$ cat src/rtl/core/st_pkg.sv
`timescale 1ns / 1ps
// st_pkg: shared types, token kind codes and keyword tables for the source tokenizer.
// No dependencies; used by st_lexer, st_out_fifo, source_tokenizer_top and the bench.
package st_pkg;

	typedef enum logic [2:0] {
		MODE_IDLE,
		MODE_IDENT,
		MODE_INT,
		MODE_STR,
		MODE_COMMENT,
		MODE_EQ,
		MODE_BANG,
		MODE_SLASH
	} mode_t;

	localparam int KW_COUNT = 12;
	localparam logic [KW_COUNT-1:0] KW_ALL = '1;

	localparam logic [5:0] K_EOF     = 6'd0;
	localparam logic [5:0] K_IDENT   = 6'd1;
	localparam logic [5:0] K_INT     = 6'd2;
	localparam logic [5:0] K_STR     = 6'd3;
	localparam logic [5:0] K_KW0     = 6'd4;
	localparam logic [5:0] K_PLUS    = 6'd16;
	localparam logic [5:0] K_MINUS   = 6'd17;
	localparam logic [5:0] K_STAR    = 6'd18;
	localparam logic [5:0] K_SLASH   = 6'd19;
	localparam logic [5:0] K_PCT     = 6'd20;
	localparam logic [5:0] K_LPAREN  = 6'd21;
	localparam logic [5:0] K_RPAREN  = 6'd22;
	localparam logic [5:0] K_LBRACE  = 6'd23;
	localparam logic [5:0] K_RBRACE  = 6'd24;
	localparam logic [5:0] K_SEMI    = 6'd25;
	localparam logic [5:0] K_COMMA   = 6'd26;
	localparam logic [5:0] K_DOT     = 6'd27;
	localparam logic [5:0] K_LT      = 6'd28;
	localparam logic [5:0] K_GT      = 6'd29;
	localparam logic [5:0] K_EQUAL   = 6'd30;
	localparam logic [5:0] K_EQEQ    = 6'd31;
	localparam logic [5:0] K_NEQ     = 6'd32;
	localparam logic [5:0] K_UNKNOWN = 6'd33;

	// keyword text, right-justified: first char is the most significant used byte
	localparam logic [63:0] KW_TEXT [KW_COUNT] = '{
		"var", "function", "if", "else", "while", "return",
		"true", "false", "class", "extends", "virtual", "new"
	};
	localparam logic [3:0] KW_LEN [KW_COUNT] = '{
		4'd3, 4'd8, 4'd2, 4'd4, 4'd5, 4'd6, 4'd4, 4'd5, 4'd5, 4'd7, 4'd7, 4'd3
	};

	typedef struct packed {
		logic [5:0]  token_kind;
		logic [15:0] token_start;
		logic [15:0] token_length;
		logic        unknown_char;
		logic        last_result;
	} token_t;

	// up to two tokens produced by one source beat, already in order
	typedef struct packed {
		logic [1:0] cnt;
		token_t     first;
		token_t     second;
	} tok_pair_t;

	function automatic token_t mk_tok(input logic [5:0] kind, input logic [15:0] start,
			input logic [15:0] len, input logic unk);
		token_t t;
		t.token_kind   = kind;
		t.token_start  = start;
		t.token_length = len;
		t.unknown_char = unk;
		t.last_result  = 1'b0;
		return t;
	endfunction

	function automatic logic is_space(input logic [7:0] c);
		return (c == " ") || (c >= 8'd9 && c <= 8'd13);
	endfunction

	function automatic logic is_alpha(input logic [7:0] c);
		return (c >= "a" && c <= "z") || (c >= "A" && c <= "Z");
	endfunction

	function automatic logic is_digit(input logic [7:0] c);
		return c >= "0" && c <= "9";
	endfunction

	// only meaningful for i below the keyword length
	function automatic logic [7:0] kw_byte(input int k, input logic [2:0] i);
		logic [63:0] w;
		logic [3:0]  sh;
		w  = KW_TEXT[k];
		sh = KW_LEN[k] - 4'd1 - {1'b0, i};
		return w[{sh[2:0], 3'b000} +: 8];
	endfunction

	// idx is clamped by the caller: 8 or more matches nothing
	function automatic logic [KW_COUNT-1:0] kw_filter(input logic [KW_COUNT-1:0] mask,
			input logic [7:0] c, input logic [3:0] idx);
		logic [KW_COUNT-1:0] keep;
		keep = '0;
		for (int k = 0; k < KW_COUNT; k++) begin
			keep[k] = mask[k] && (idx < KW_LEN[k]) && (kw_byte(k, idx[2:0]) == c);
		end
		return keep;
	endfunction

	// last surviving candidate of matching length wins
	function automatic logic [5:0] kw_kind(input logic [KW_COUNT-1:0] mask,
			input logic [3:0] len);
		logic [5:0] kind;
		kind = K_IDENT;
		for (int k = 0; k < KW_COUNT; k++) begin
			if (mask[k] && KW_LEN[k] == len) begin
				kind = K_KW0 + 6'(k);
			end
		end
		return kind;
	endfunction

endpackage

$ cat src/rtl/core/st_in_if.sv
`timescale 1ns / 1ps
// st_in_if: valid/ready channel carrying one source byte or the end marker.
// No dependencies.
interface st_in_if;
	logic       valid;
	logic       ready;
	logic [7:0] char_byte;
	logic       end_of_input;

	modport source (output valid, output char_byte, output end_of_input, input ready);
	modport sink   (input valid, input char_byte, input end_of_input, output ready);
endinterface

$ cat src/rtl/core/st_out_if.sv
`timescale 1ns / 1ps
// st_out_if: valid/ready channel carrying one token.
// No dependencies.
interface st_out_if;
	logic        valid;
	logic        ready;
	logic [5:0]  token_kind;
	logic [15:0] token_start;
	logic [15:0] token_length;
	logic        unknown_char;
	logic        last_result;

	modport source (output valid, output token_kind, output token_start, output token_length,
		output unknown_char, output last_result, input ready);
	modport sink   (input valid, input token_kind, input token_start, input token_length,
		input unknown_char, input last_result, output ready);
endinterface

$ cat src/rtl/core/st_lexer.sv
`timescale 1ns / 1ps
// st_lexer: scan state registers and next-state / token logic for one source beat.
// Depends on st_pkg.
module st_lexer
	import st_pkg::*;
#(
	parameter int POS_BITS = 16
) (
	input  logic       clk,
	input  logic       arst_n,
	input  logic       step,
	input  logic [7:0] c,
	input  logic       eoi,
	output tok_pair_t  pair
);

	mode_t               mode_q, mode_d;
	logic [POS_BITS-1:0] pos_q, pos_d;
	logic [POS_BITS-1:0] pstart_q, pstart_d;
	logic [POS_BITS-1:0] plen_q, plen_d;
	logic [KW_COUNT-1:0] kw_q, kw_d;

	logic [POS_BITS-1:0] pos_inc;
	logic [15:0]         pos16;
	logic [3:0]          idx4;
	logic [3:0]          len4;

	logic                fl_v;
	token_t              fl_tok;
	logic                st_v;
	token_t              st_tok;
	mode_t               st_mode;
	logic [POS_BITS-1:0] st_start;
	logic [POS_BITS-1:0] st_len;
	logic [KW_COUNT-1:0] st_kw;
	logic [5:0]          p_kind;

	logic                a_v, b_v, take_start;
	token_t              a_tok, b_tok;

	function automatic logic [POS_BITS-1:0] sat_inc(input logic [POS_BITS-1:0] v);
		return (&v) ? v : v + POS_BITS'(1);
	endfunction

	assign pos_inc = sat_inc(pos_q);
	assign pos16   = 16'(pos_q);
	assign idx4    = (plen_q > POS_BITS'(8)) ? 4'd8 : plen_q[3:0];
	assign len4    = (plen_q > POS_BITS'(15)) ? 4'd15 : plen_q[3:0];

	// token for whatever is pending
	always_comb begin
		fl_v   = 1'b1;
		fl_tok = '0;
		unique case (mode_q)
			MODE_IDENT: fl_tok = mk_tok(kw_kind(kw_q, len4), 16'(pstart_q), 16'(plen_q), 1'b0);
			MODE_INT:   fl_tok = mk_tok(K_INT, 16'(pstart_q), 16'(plen_q), 1'b0);
			MODE_STR:   fl_tok = mk_tok(K_STR, 16'(pstart_q), 16'(plen_q), 1'b0);
			MODE_EQ:    fl_tok = mk_tok(K_EQUAL, 16'(pstart_q), 16'd1, 1'b0);
			MODE_BANG:  fl_tok = mk_tok(K_UNKNOWN, 16'(pstart_q), 16'd1, 1'b1);
			MODE_SLASH: fl_tok = mk_tok(K_SLASH, 16'(pstart_q), 16'd1, 1'b0);
			default:    fl_v = 1'b0;
		endcase
	end

	// what the byte does when it opens a new token
	always_comb begin
		st_mode  = MODE_IDLE;
		st_start = '0;
		st_len   = '0;
		st_kw    = KW_ALL;
		st_v     = 1'b0;
		p_kind   = K_UNKNOWN;
		if (is_space(c)) begin
			st_v = 1'b0;
		end else if (is_alpha(c) || c == "_") begin
			st_mode  = MODE_IDENT;
			st_start = pos_q;
			st_len   = POS_BITS'(1);
			st_kw    = kw_filter(KW_ALL, c, 4'd0);
		end else if (is_digit(c)) begin
			st_mode  = MODE_INT;
			st_start = pos_q;
			st_len   = POS_BITS'(1);
		end else begin
			case (c)
				"\"": begin st_mode = MODE_STR; st_start = pos_inc; end
				"=": begin st_mode = MODE_EQ; st_start = pos_q; end
				"!": begin st_mode = MODE_BANG; st_start = pos_q; end
				"/": begin st_mode = MODE_SLASH; st_start = pos_q; end
				"+": p_kind = K_PLUS;
				"-": p_kind = K_MINUS;
				"*": p_kind = K_STAR;
				"%": p_kind = K_PCT;
				"(": p_kind = K_LPAREN;
				")": p_kind = K_RPAREN;
				"{": p_kind = K_LBRACE;
				"}": p_kind = K_RBRACE;
				";": p_kind = K_SEMI;
				",": p_kind = K_COMMA;
				".": p_kind = K_DOT;
				"<": p_kind = K_LT;
				">": p_kind = K_GT;
				default: p_kind = K_UNKNOWN;
			endcase
			st_v = (st_mode == MODE_IDLE);
		end
		st_tok = mk_tok(p_kind, pos16, 16'd1, p_kind == K_UNKNOWN);
	end

	always_comb begin
		mode_d     = mode_q;
		pos_d      = pos_q;
		pstart_d   = pstart_q;
		plen_d     = plen_q;
		kw_d       = kw_q;
		a_v        = 1'b0;
		a_tok      = fl_tok;
		b_v        = 1'b0;
		b_tok      = st_tok;
		take_start = 1'b0;
		if (eoi) begin
			a_v      = fl_v;
			b_v      = 1'b1;
			b_tok    = mk_tok(K_EOF, pos16, 16'd0, 1'b0);
			mode_d   = MODE_IDLE;
			pos_d    = '0;
			pstart_d = '0;
			plen_d   = '0;
			kw_d     = KW_ALL;
		end else begin
			pos_d = pos_inc;
			unique case (mode_q)
				MODE_IDENT: begin
					if (is_alpha(c) || is_digit(c) || c == "_") begin
						kw_d   = kw_filter(kw_q, c, idx4);
						plen_d = sat_inc(plen_q);
					end else begin
						take_start = 1'b1;
					end
				end
				MODE_INT: begin
					if (is_digit(c)) plen_d = sat_inc(plen_q);
					else take_start = 1'b1;
				end
				MODE_STR: begin
					if (c == "\"") begin
						a_v      = 1'b1;
						mode_d   = MODE_IDLE;
						pstart_d = '0;
						plen_d   = '0;
						kw_d     = KW_ALL;
					end else begin
						plen_d = sat_inc(plen_q);
					end
				end
				MODE_COMMENT: begin
					if (c == "\n") mode_d = MODE_IDLE;
				end
				MODE_EQ, MODE_BANG: begin
					if (c == "=") begin
						a_v      = 1'b1;
						a_tok    = mk_tok((mode_q == MODE_EQ) ? K_EQEQ : K_NEQ,
							16'(pstart_q), 16'd2, 1'b0);
						mode_d   = MODE_IDLE;
						pstart_d = '0;
						plen_d   = '0;
						kw_d     = KW_ALL;
					end else begin
						take_start = 1'b1;
					end
				end
				MODE_SLASH: begin
					if (c == "/") begin
						mode_d   = MODE_COMMENT;
						pstart_d = '0;
						plen_d   = '0;
						kw_d     = KW_ALL;
					end else begin
						take_start = 1'b1;
					end
				end
				MODE_IDLE: take_start = 1'b1;
			endcase
			// lookahead: the byte may close the pending token and open another
			if (take_start) begin
				a_v      = fl_v;
				b_v      = st_v;
				mode_d   = st_mode;
				pstart_d = st_start;
				plen_d   = st_len;
				kw_d     = st_kw;
			end
		end
	end

	// compact into order and flag the final token of the beat
	always_comb begin
		pair.cnt    = {1'b0, a_v} + {1'b0, b_v};
		pair.first  = a_v ? a_tok : b_tok;
		pair.second = b_tok;
		pair.first.last_result  = !(a_v && b_v);
		pair.second.last_result = 1'b1;
	end

	always_ff @(posedge clk or negedge arst_n) begin
		if (!arst_n) begin
			mode_q   <= MODE_IDLE;
			pos_q    <= '0;
			pstart_q <= '0;
			plen_q   <= '0;
			kw_q     <= KW_ALL;
		end else if (step) begin
			mode_q   <= mode_d;
			pos_q    <= pos_d;
			pstart_q <= pstart_d;
			plen_q   <= plen_d;
			kw_q     <= kw_d;
		end
	end

endmodule

$ cat src/rtl/core/st_out_fifo.sv
`timescale 1ns / 1ps
// st_out_fifo: four-entry token queue, takes up to two tokens per cycle, gives one.
// Depends on st_pkg.
module st_out_fifo
	import st_pkg::*;
(
	input  logic      clk,
	input  logic      arst_n,
	input  tok_pair_t push,
	input  logic      pop,
	output token_t    head,
	output logic      not_empty,
	output logic      room2
);

	localparam int DEPTH = 4;
	localparam int AW    = $clog2(DEPTH);

	token_t         mem_q [DEPTH];
	logic [AW-1:0]  wr_q, rd_q;
	logic [AW:0]    cnt_q;

	assign head      = mem_q[rd_q];
	assign not_empty = (cnt_q != '0);
	assign room2     = (cnt_q <= (AW+1)'(DEPTH - 2));

	always_ff @(posedge clk) begin
		if (push.cnt != 2'd0) mem_q[wr_q] <= push.first;
		if (push.cnt == 2'd2) mem_q[wr_q + AW'(1)] <= push.second;
	end

	always_ff @(posedge clk or negedge arst_n) begin
		if (!arst_n) begin
			wr_q  <= '0;
			rd_q  <= '0;
			cnt_q <= '0;
		end else begin
			wr_q  <= wr_q + AW'(push.cnt);
			rd_q  <= rd_q + AW'(pop);
			cnt_q <= cnt_q + (AW+1)'(push.cnt) - (AW+1)'(pop);
		end
	end

endmodule

$ cat src/rtl/core/source_tokenizer_top.sv
`timescale 1ns / 1ps
// source_tokenizer_top: streaming lexer, byte beats in, token beats out.
// Depends on st_pkg, st_in_if, st_out_if, st_lexer, st_out_fifo.
//
//  channel  dir  payload                                              beat
//  chars    in   char_byte[7:0], end_of_input                         valid & ready
//  tokens   out  token_kind[5:0], token_start[15:0], token_length[15:0],
//                unknown_char, last_result                            valid & ready
//
// One source beat per cycle is taken while the queue has room. A beat is registered in the input stage,
// where the lexer decodes it against the scan state; its tokens (none, one or two)
// land in a four-entry queue, which presents them on tokens one at a time, in order.
// A beat that yields two tokens leaves the queue as two token beats.
// The input stage holds while the queue has fewer than two free slots.
// Reset empties the queue and puts the scanner idle at offset zero.
module source_tokenizer_top
	import st_pkg::*;
#(
	parameter int POS_BITS = 16
) (
	input  logic     clk,
	input  logic     arst_n,
	st_in_if.sink    chars,
	st_out_if.source tokens
);

	logic       valid_s1;
	logic [7:0] char_s1;
	logic       eoi_s1;
	logic       fire_s1;
	logic       room2;
	logic       not_empty;
	tok_pair_t  pair;
	tok_pair_t  push;
	token_t     head;

	assign fire_s1     = valid_s1 && room2;
	assign chars.ready = !valid_s1 || fire_s1;

	always_ff @(posedge clk or negedge arst_n) begin
		if (!arst_n) begin
			valid_s1 <= 1'b0;
		end else if (chars.ready) begin
			valid_s1 <= chars.valid;
		end
	end

	always_ff @(posedge clk) begin
		if (chars.ready && chars.valid) begin
			char_s1 <= chars.char_byte;
			eoi_s1  <= chars.end_of_input;
		end
	end

	st_lexer #(.POS_BITS(POS_BITS)) u_lexer (
		.clk    (clk),
		.arst_n (arst_n),
		.step   (fire_s1),
		.c      (char_s1),
		.eoi    (eoi_s1),
		.pair   (pair)
	);

	always_comb begin
		push     = pair;
		push.cnt = fire_s1 ? pair.cnt : 2'd0;
	end

	st_out_fifo u_out_fifo (
		.clk       (clk),
		.arst_n    (arst_n),
		.push      (push),
		.pop       (tokens.valid && tokens.ready),
		.head      (head),
		.not_empty (not_empty),
		.room2     (room2)
	);

	assign tokens.valid        = not_empty;
	assign tokens.token_kind   = head.token_kind;
	assign tokens.token_start  = head.token_start;
	assign tokens.token_length = head.token_length;
	assign tokens.unknown_char = head.unknown_char;
	assign tokens.last_result  = head.last_result;

endmodule

$ cat src/flat_wrapper.sv
// flat-port wrapper written by rule: the top's interface ports become plain ports
module source_tokenizer_top_flat import st_pkg::*;
#(
	parameter int POS_BITS = 16
)
  (clk, arst_n, chars_valid, chars_char_byte, chars_end_of_input, chars_ready, tokens_valid, tokens_token_kind, tokens_token_start, tokens_token_length, tokens_unknown_char, tokens_last_result, tokens_ready);
  st_in_if chars_i ();
  st_out_if tokens_i ();
  input  logic clk;
  input  logic arst_n;
  input wire logic [$bits(chars_i.valid)-1:0] chars_valid;
  input wire logic [$bits(chars_i.char_byte)-1:0] chars_char_byte;
  input wire logic [$bits(chars_i.end_of_input)-1:0] chars_end_of_input;
  output wire logic [$bits(chars_i.ready)-1:0] chars_ready;
  output wire logic [$bits(tokens_i.valid)-1:0] tokens_valid;
  output wire logic [$bits(tokens_i.token_kind)-1:0] tokens_token_kind;
  output wire logic [$bits(tokens_i.token_start)-1:0] tokens_token_start;
  output wire logic [$bits(tokens_i.token_length)-1:0] tokens_token_length;
  output wire logic [$bits(tokens_i.unknown_char)-1:0] tokens_unknown_char;
  output wire logic [$bits(tokens_i.last_result)-1:0] tokens_last_result;
  input wire logic [$bits(tokens_i.ready)-1:0] tokens_ready;
  assign chars_i.valid = chars_valid;
  assign chars_i.char_byte = chars_char_byte;
  assign chars_i.end_of_input = chars_end_of_input;
  assign chars_ready = chars_i.ready;
  assign tokens_valid = tokens_i.valid;
  assign tokens_token_kind = tokens_i.token_kind;
  assign tokens_token_start = tokens_i.token_start;
  assign tokens_token_length = tokens_i.token_length;
  assign tokens_unknown_char = tokens_i.unknown_char;
  assign tokens_last_result = tokens_i.last_result;
  assign tokens_i.ready = tokens_ready;
  source_tokenizer_top #(.POS_BITS(POS_BITS)) u_core (.clk(clk), .arst_n(arst_n), .chars(chars_i), .tokens(tokens_i));
endmodule
$ cat config.mk
export PLATFORM = sky130hd
export DESIGN_NAME = source_tokenizer_top_flat
export DESIGN_NICKNAME = d
export VERILOG_FILES = /design/src/rtl/core/st_pkg.sv /design/src/rtl/core/st_in_if.sv /design/src/rtl/core/st_out_if.sv /design/src/rtl/core/st_lexer.sv /design/src/rtl/core/st_out_fifo.sv /design/src/rtl/core/source_tokenizer_top.sv /design/src/flat_wrapper.sv
export SDC_FILE = /design/constraint.sdc
export NUM_CORES = 1
export LEC_CHECK = 0
export BUFFER_PORTS_ARGS = -buffer_cell sky130_fd_sc_hd__buf_2
export CORE_ASPECT_RATIO = 2
export CORE_MARGIN = 5
export CORE_UTILIZATION = 40
export CTS_CLUSTER_SIZE = 14
export DETAILED_ROUTE_END_ITERATION = 10
export PLACE_DENSITY_LB_ADDON = 0.05
export SLEW_MARGIN = 20
export SYNTH_ARGS = -nofsm -noshare
export SYNTH_HDL_FRONTEND = slang
export SYNTH_SLANG_ARGS = --single-unit
$ cat constraint.sdc
create_clock -name clk -period 14 [get_ports clk]
set_input_delay 4.2 -clock clk [delete_from_list [all_inputs] [get_ports clk]]
set_output_delay 4.2 -clock clk [all_outputs]
set_load 0.01 [all_outputs]
==> reports/metrics.csv, run 1 <==
metric,value,unit
Antenna diodes,0,
die height,272,µm
Lkg Pwr,0.00542,µW
Post-CTS Resized,0,
routed via count,11576,
worst-path maximum fanout,41,
Die Wd,141,µm
Area Overhead vs Synth,9.42,%
CTS Buffer Depth,3,
Iter 0 DRT Violations,832,
critical path arrival,2.34,ns
Worst-path clk slew,0.07,ns
final hold vios,0,
maximum VDD drop,0.000100,V
DP HPWL,36.0,mm
"Slew Viols, Final",0,
Async SR Flop Fraction,0.296,
register area share after synthesis,0.453,
Final Instance Area,15000,µm²
gpl congestion,0.962,
Crit. End Element,primary output,
Port-buffer cells,54,
Power Dens Cells,174,nW/µm²
core area,34100,µm²
CTS Hold Bufs,0,
worst hold-check path type,flip-flop to flip-flop,
die area,38400,µm²
Layout Nets,1433,
io pins,55,
"Top FF cell, synth",edfxtp_1,
vias in the first global route,11688,
RSZ-0062 raised after global routing,no,
"commonest non-fill, non-tap cell in the layout",nand2_1,
dpl ws,7.96,ns
CTS H-Tree Depth,1,
status,finished clean,
initial antenna violation count,0,
fraction of layout cells with a size suffix above 1,0.140,
Synth Cell Area,13700,µm²
routed vias/inst,6.24,
Tmin final,6.54,ns
min setup slack post-route,7.46,ns
num rows,96,
Pre-Repair DR Iteration Count,5,
Initial Util,0.403,
CTS Root Buffer Type,clkbuf_16,
Final setup viols,0,
worst-margin pin slew,1.11,ns
Max Cap Violations,0,
Setup CP Type,flip-flop to primary output,
clock skew after layout,0.0199,ns
largest net degree at the start of global routing,56,
Clock Latency Late Sink,0.53,ns
"EDFF count, synth",105,
CTS buffer count,23,
Critical Path RT,9.80,ns
setup TNS,0,ns
Synth warnings,0,
Seq cells post-synth,240,
slew margin rel.,0.256,
Antenna Nets Post-Route,0,
synthesized instance count,1410,
Yosys cell types,86,
Fmax,0.153,GHz
setup bufs post-CTS,0,
crit start category,flip-flop,
syn_nets,1446,
TritonCTS Sinks,240,
Post-DP Area,14300,µm²
storage element area,6230,µm²
Final Cycle Share,0.467,
final core occ,0.441,
DR WL/cell,26.2,µm
Post-route DRC,0,
total grt overflow,0,
drt total wl,48.6,mm
most frequent cells in the layout,"nand2_1 (160), o21ai_0 (127), edfxtp_1 (105)",
total power,2620,µW
TritonCTS clock tree,done,
first-pass GRT wire length,72.8,mm
fillers,3445,
area used by multi-input combinational logic,6900,µm²
syn avg cell area,9.74,µm²
Total GRT Usage,0.248,
-- critical path, stage by stage (launching register included) --
cell and delay (ns):
dfrtp_2 0.34, buf_4 0.60, mux4_2 0.64, buf_2 0.16
-- power breakdown --
part	internal (µW)	switching [µW]	total [µW]	leakage [µW]
Sequential	859	72.1	931	0.00243
Combinational	355	705	1060	0.00263
Clock	351	274	625	0.000360
-- final timing paths --
check | to | slack (ns) | depth (start not counted) | startpoint
min in group asynchronous | u_core.u_lexer.plen_q[8]$_DFFE_PN0P_ | 3.53 | 1 | arst_n
max reg2reg | u_core.u_out_fifo.mem_q[1][23]$_DFFE_PP_ | 8.18 | 12 | u_core.char_s1[6]$_DFFE_PP_
min reg2reg | u_core.u_out_fifo.mem_q[0][7]$_SDFFE_PP0P_ | 0.45 | 2 | u_core.u_out_fifo.mem_q[0][7]$_SDFFE_PP0P_
max | tokens_token_length[5] | 7.46 | 3 | u_core.u_out_fifo.rd_q[0]$_DFF_PN0_
max in group asynchronous | u_core.u_out_fifo.rd_q[1]$_DFF_PN0_ | 9.26 | 2 | arst_n
min | u_core.u_out_fifo.mem_q[0][7]$_SDFFE_PP0P_ | 0.45 | 2 | u_core.u_out_fifo.mem_q[0][7]$_SDFFE_PP0P_
-- sequential cells by signal, indices dropped and copies added, names as in the netlist --
name / flops
u_core.u_lexer.mode_q: 3
u_core.u_out_fifo.rd_q: 2
u_core.u_lexer.pstart_q: 16
u_core.char_s1: 8
u_core.eoi_s1: 1
u_core.u_lexer.kw_q: 12
u_core.u_out_fifo.cnt_q: 3
u_core.valid_s1: 1
u_core.u_lexer.pos16: 16
u_core.u_lexer.plen_q: 16
u_core.u_out_fifo.wr_q: 2
u_core.u_out_fifo.mem_q: 160
-- cells in the mapped netlist (9+ instances only) --
master / number / share of area
nand3_1: 38 / 0.014
mux4_2: 40 / 0.066
o21ai_0: 128 / 0.047
and3_1: 18 / 0.0082
a22o_1: 78 / 0.050
dfxtp_1: 64 / 0.093
a21oi_1: 84 / 0.031
inv_1: 31 / 0.0085
buf_1: 15 / 0.0041
o211ai_1: 12 / 0.0066
dfstp_2: 12 / 0.023
and2_1: 13 / 0.0059
nor2b_1: 11 / 0.0050
o31ai_1: 21 / 0.011
nand2b_1: 20 / 0.0091
ha_1: 22 / 0.020
nand2_1: 160 / 0.044
edfxtp_1: 105 / 0.23
nor3_1: 32 / 0.012
xnor2_1: 19 / 0.012
buf_2: 17 / 0.0062
o2bb2ai_1: 9 / 0.0057
nor2_1: 71 / 0.019
xor2_1: 12 / 0.0076
clkbuf_1: 84 / 0.023
nand4_1: 22 / 0.010
dfrtp_1: 59 / 0.11
or2_2: 13 / 0.0059
o22ai_1: 37 / 0.017
a31oi_1: 17 / 0.0077
-- per-layer routing --
| metal | vias up | wire length, µm | global-route usage |
|---|---|---|---|
| li1 | 5314 | - | - |
| met1 | 5746 | 16300 | 0.245 |
| met2 | 343 | 27400 | 0.486 |
| met3 | 173 | 1420 | 0.0220 |
| met4 | 0 | 3440 | 0.151 |
| met5 | - | 0 | 0 |
-- final cells by class --
cell class	count	area share
timing repair buffer	82	0.0321
tap	441	0.0367
clock buffer	34	0.0444
multi-input combinational	1017	0.459
sequential	240	0.414
inverter	33	0.00824
clock inverter	8	0.00491
-- per-stage QoR --
step           hold WS [ns]  instances
5_1_grt               0.480       1855
3_3_place_gp          0.429       1813
6_report              0.447       1855
3_5_place_dp          0.438       1813
2_1_floorplan         0.420       1410
4_1_cts               0.451       1855
-- cells by family (layout without fill, tap and decap cells) --
group,after synthesis,in the layout,share of synthesized area
buf+inv,153,157,0.0447
flops,240,240,0.453
mux,51,51,0.0739
compound gates,464,464,0.225
xor+xnor,31,31,0.0198
fa+ha+maj,23,23,0.0215
simple gates,448,448,0.162
(Power assumes the default switching activity.)
==> run 2, diff against run 1 <==
==> constraint.sdc (replaced) <==
create_clock -name clk -period 6.01 [get_ports clk]
set_input_delay 1.803 -clock clk [delete_from_list [all_inputs] [get_ports clk]]
set_output_delay 1.803 -clock clk [all_outputs]
set_load 0.01 [all_outputs]
==> reports/metrics.csv, run 2 (synthesized netlist as in run 1, its figures left out) <==
metric,value,unit,change
Antenna Nets Post-Route,0,,unchanged
slew margin rel.,0.286,,+0.0296
gpl congestion,1.00,,+4.1%
Largest Register,u_core.u_out_fifo.mem_q,,
routed via count,11426,,-1.3%
Placed Cells,1825,,+0.66%
Die Wd,141,µm,unchanged
core area,34100,µm²,unchanged
initial antenna violation count,0,,unchanged
Crit. End Element,flip-flop,,
TritonCTS clock tree,done,,
setup TNS,0,ns,unchanged
most frequent CP cell,buf_4,,
non-filler instance count after layout,1867,,+0.65%
num rows,96,,unchanged
io pins,55,,unchanged
Layout Nets,1445,,+0.84%
most frequent cells in the layout,"nand2_1 (160), o21ai_0 (127), edfxtp_1 (105)",,
Pre-Repair DR Iteration Count,5,,unchanged
die area,38400,µm²,unchanged
Fin Hold WS,0.450,ns,+0.00276 ns
total power,6070,µW,+130%
RSZ-0062 raised after global routing,no,,
setup bufs post-CTS,0,,unchanged
Post-CTS Resized,0,,unchanged
Power Dens Cells,402,nW/µm²,+130%
Antenna diodes,0,,unchanged
Total GRT Usage,0.245,,-0.00326
cell family with most CP delay,compound AO/OA/AOI/OAI gates,,
CTS Hold Bufs,0,,unchanged
"Slew Viols, Final",0,,unchanged
maximum VDD drop,0.000228,V,+130%
Port-buffer cells,54,,unchanged
status,finished clean,,
total grt overflow,0,,unchanged
"commonest non-fill, non-tap cell in the layout",nand2_1,,
worst-path maximum fanout,26,,-37%
Area Overhead vs Synth,9.81,%,
Critical Path Max Stage Delay,0.79,ns,+0.15 ns
largest net degree at the start of global routing,50,,-11%
Clock Latency Late Sink,0.54,ns,about the same
first-pass GRT wire length,71.5,mm,-1.8%
DP HPWL,36.4,mm,+1.3%
worst hold-check path type,flip-flop to flip-flop,,
drt total wl,48.1,mm,-0.95%
Final setup viols,0,,unchanged
Max Cap Violations,0,,unchanged
clock skew after layout,0.0137,ns,-0.00626 ns
min setup slack post-route,0.857,ns,-6.61 ns
Worst-path clk slew,0.07,ns,about the same
CTS Buffer Depth,3,,unchanged
fraction of layout cells with a size suffix above 1,0.146,,+0.00583
crit start category,flip-flop,,
Fmax,0.194,GHz,
vias in the first global route,11703,,+0.13%
WP buf/inv,5,,+3
Critical Path RT,6.25,ns,-3.55 ns
fillers,3346,,-2.9%
critical path arrival,5.39,ns,+3.05 ns
Lkg Pwr,0.00546,µW,+0.89%
Post-route DRC,0,,unchanged
CP max-delay cell,edfxtp_1,,
die height,272,µm,unchanged
CTS Root Buffer Type,clkbuf_16,,
routed vias/inst,6.12,,-1.9%
DR WL/cell,25.8,µm,-1.6%
Initial Util,0.403,,unchanged
Tmin final,5.15,ns,
CTS buffer count,23,,unchanged
CTS H-Tree Depth,1,,unchanged
dpl ws,0.954,ns,-7.01 ns
final hold vios,0,,unchanged
TritonCTS Sinks,240,,unchanged
Final Cycle Share,0.857,,
max reg flops,160,,unchanged
Setup CP Type,flip-flop to flip-flop,,
Iter 0 DRT Violations,727,,-13%
critical-path cell list,"buf_4, nor3_1, and2_1, o31ai_2, nand3_2, o21ai_2, buf_4, inv_2, ha_1, mux2i_1, or3_1, inv_1, buf_4, o21ai_1, o22ai_1",,
worst-margin pin slew,1.07,ns,-0.0416 ns
run 2: changes by cell type in the layout (fill, tap and decap cells not counted), sizes merged:
cell | before | now
clkinvlp | 2 | 0
inv | 33 | 35
buf | 82 | 94
clkinv | 5 | 8
bufinv | 1 | 0
clkbuf | 34 | 32
run 2: tightest hold or removal path, stage by stage (launching register included):
cell     delay (ns)
dfxtp_1        0.31
nand2_1        0.05
o21ai_1        0.05
run 2: layout make-up:
type / count / area [µm²] / area share
inverters: 33 / 124 / 0.00821
well taps: 441 / 552 / 0.0366
multi-input cells: 1017 / 6900 / 0.458
repair buffers: 94 / 573 / 0.0380
flip-flops and latches: 240 / 6230 / 0.413
clock inverters: 10 / 66.3 / 0.00440
clock buffers: 32 / 639 / 0.0424
run 2: power breakdown:
group	internal, µW	switching (µW)	total [µW]
clock	753	646	1400
sequential	2000	252	2250
combinational	839	1580	2420
total	3590	2480	6070
run 2: per-layer routing:
metal	global-route usage	up-vias	share of wire
met1	0.227	5624	0.32
met3	0.0162	135	0.029
met4	0.147	0	0.069
met5	0	-	0
met2	0.501	328	0.58
li1	-	5339	-
run 2: final timing paths:
path,slack [ns],endpoint,depth (start not counted),from
max,0.86,u_core.u_out_fifo.mem_q[1][2]$_DFFE_PP_,15,u_core.char_s1[1]$_DFFE_PP_
min,0.45,u_core.u_out_fifo.mem_q[0][7]$_SDFFE_PP0P_,2,u_core.u_out_fifo.mem_q[0][7]$_SDFFE_PP0P_
max reg2reg,0.86,u_core.u_out_fifo.mem_q[1][2]$_DFFE_PP_,15,u_core.char_s1[1]$_DFFE_PP_
min reg2reg,0.45,u_core.u_out_fifo.mem_q[0][7]$_SDFFE_PP0P_,2,u_core.u_out_fifo.mem_q[0][7]$_SDFFE_PP0P_
max in group asynchronous,3.78,u_core.u_lexer.kw_q[2]$_DFFE_PN1P_,2,arst_n
min in group asynchronous,1.29,u_core.u_lexer.plen_q[8]$_DFFE_PN0P_,1,arst_n
run 2: metrics by stage:
stage	util	area, µm²
after floorplan	-	13700
after global placement	0.422	14400
after detailed placement	0.422	14400
after CTS	0.442	15100
after global routing	0.442	15100
final	0.442	15100
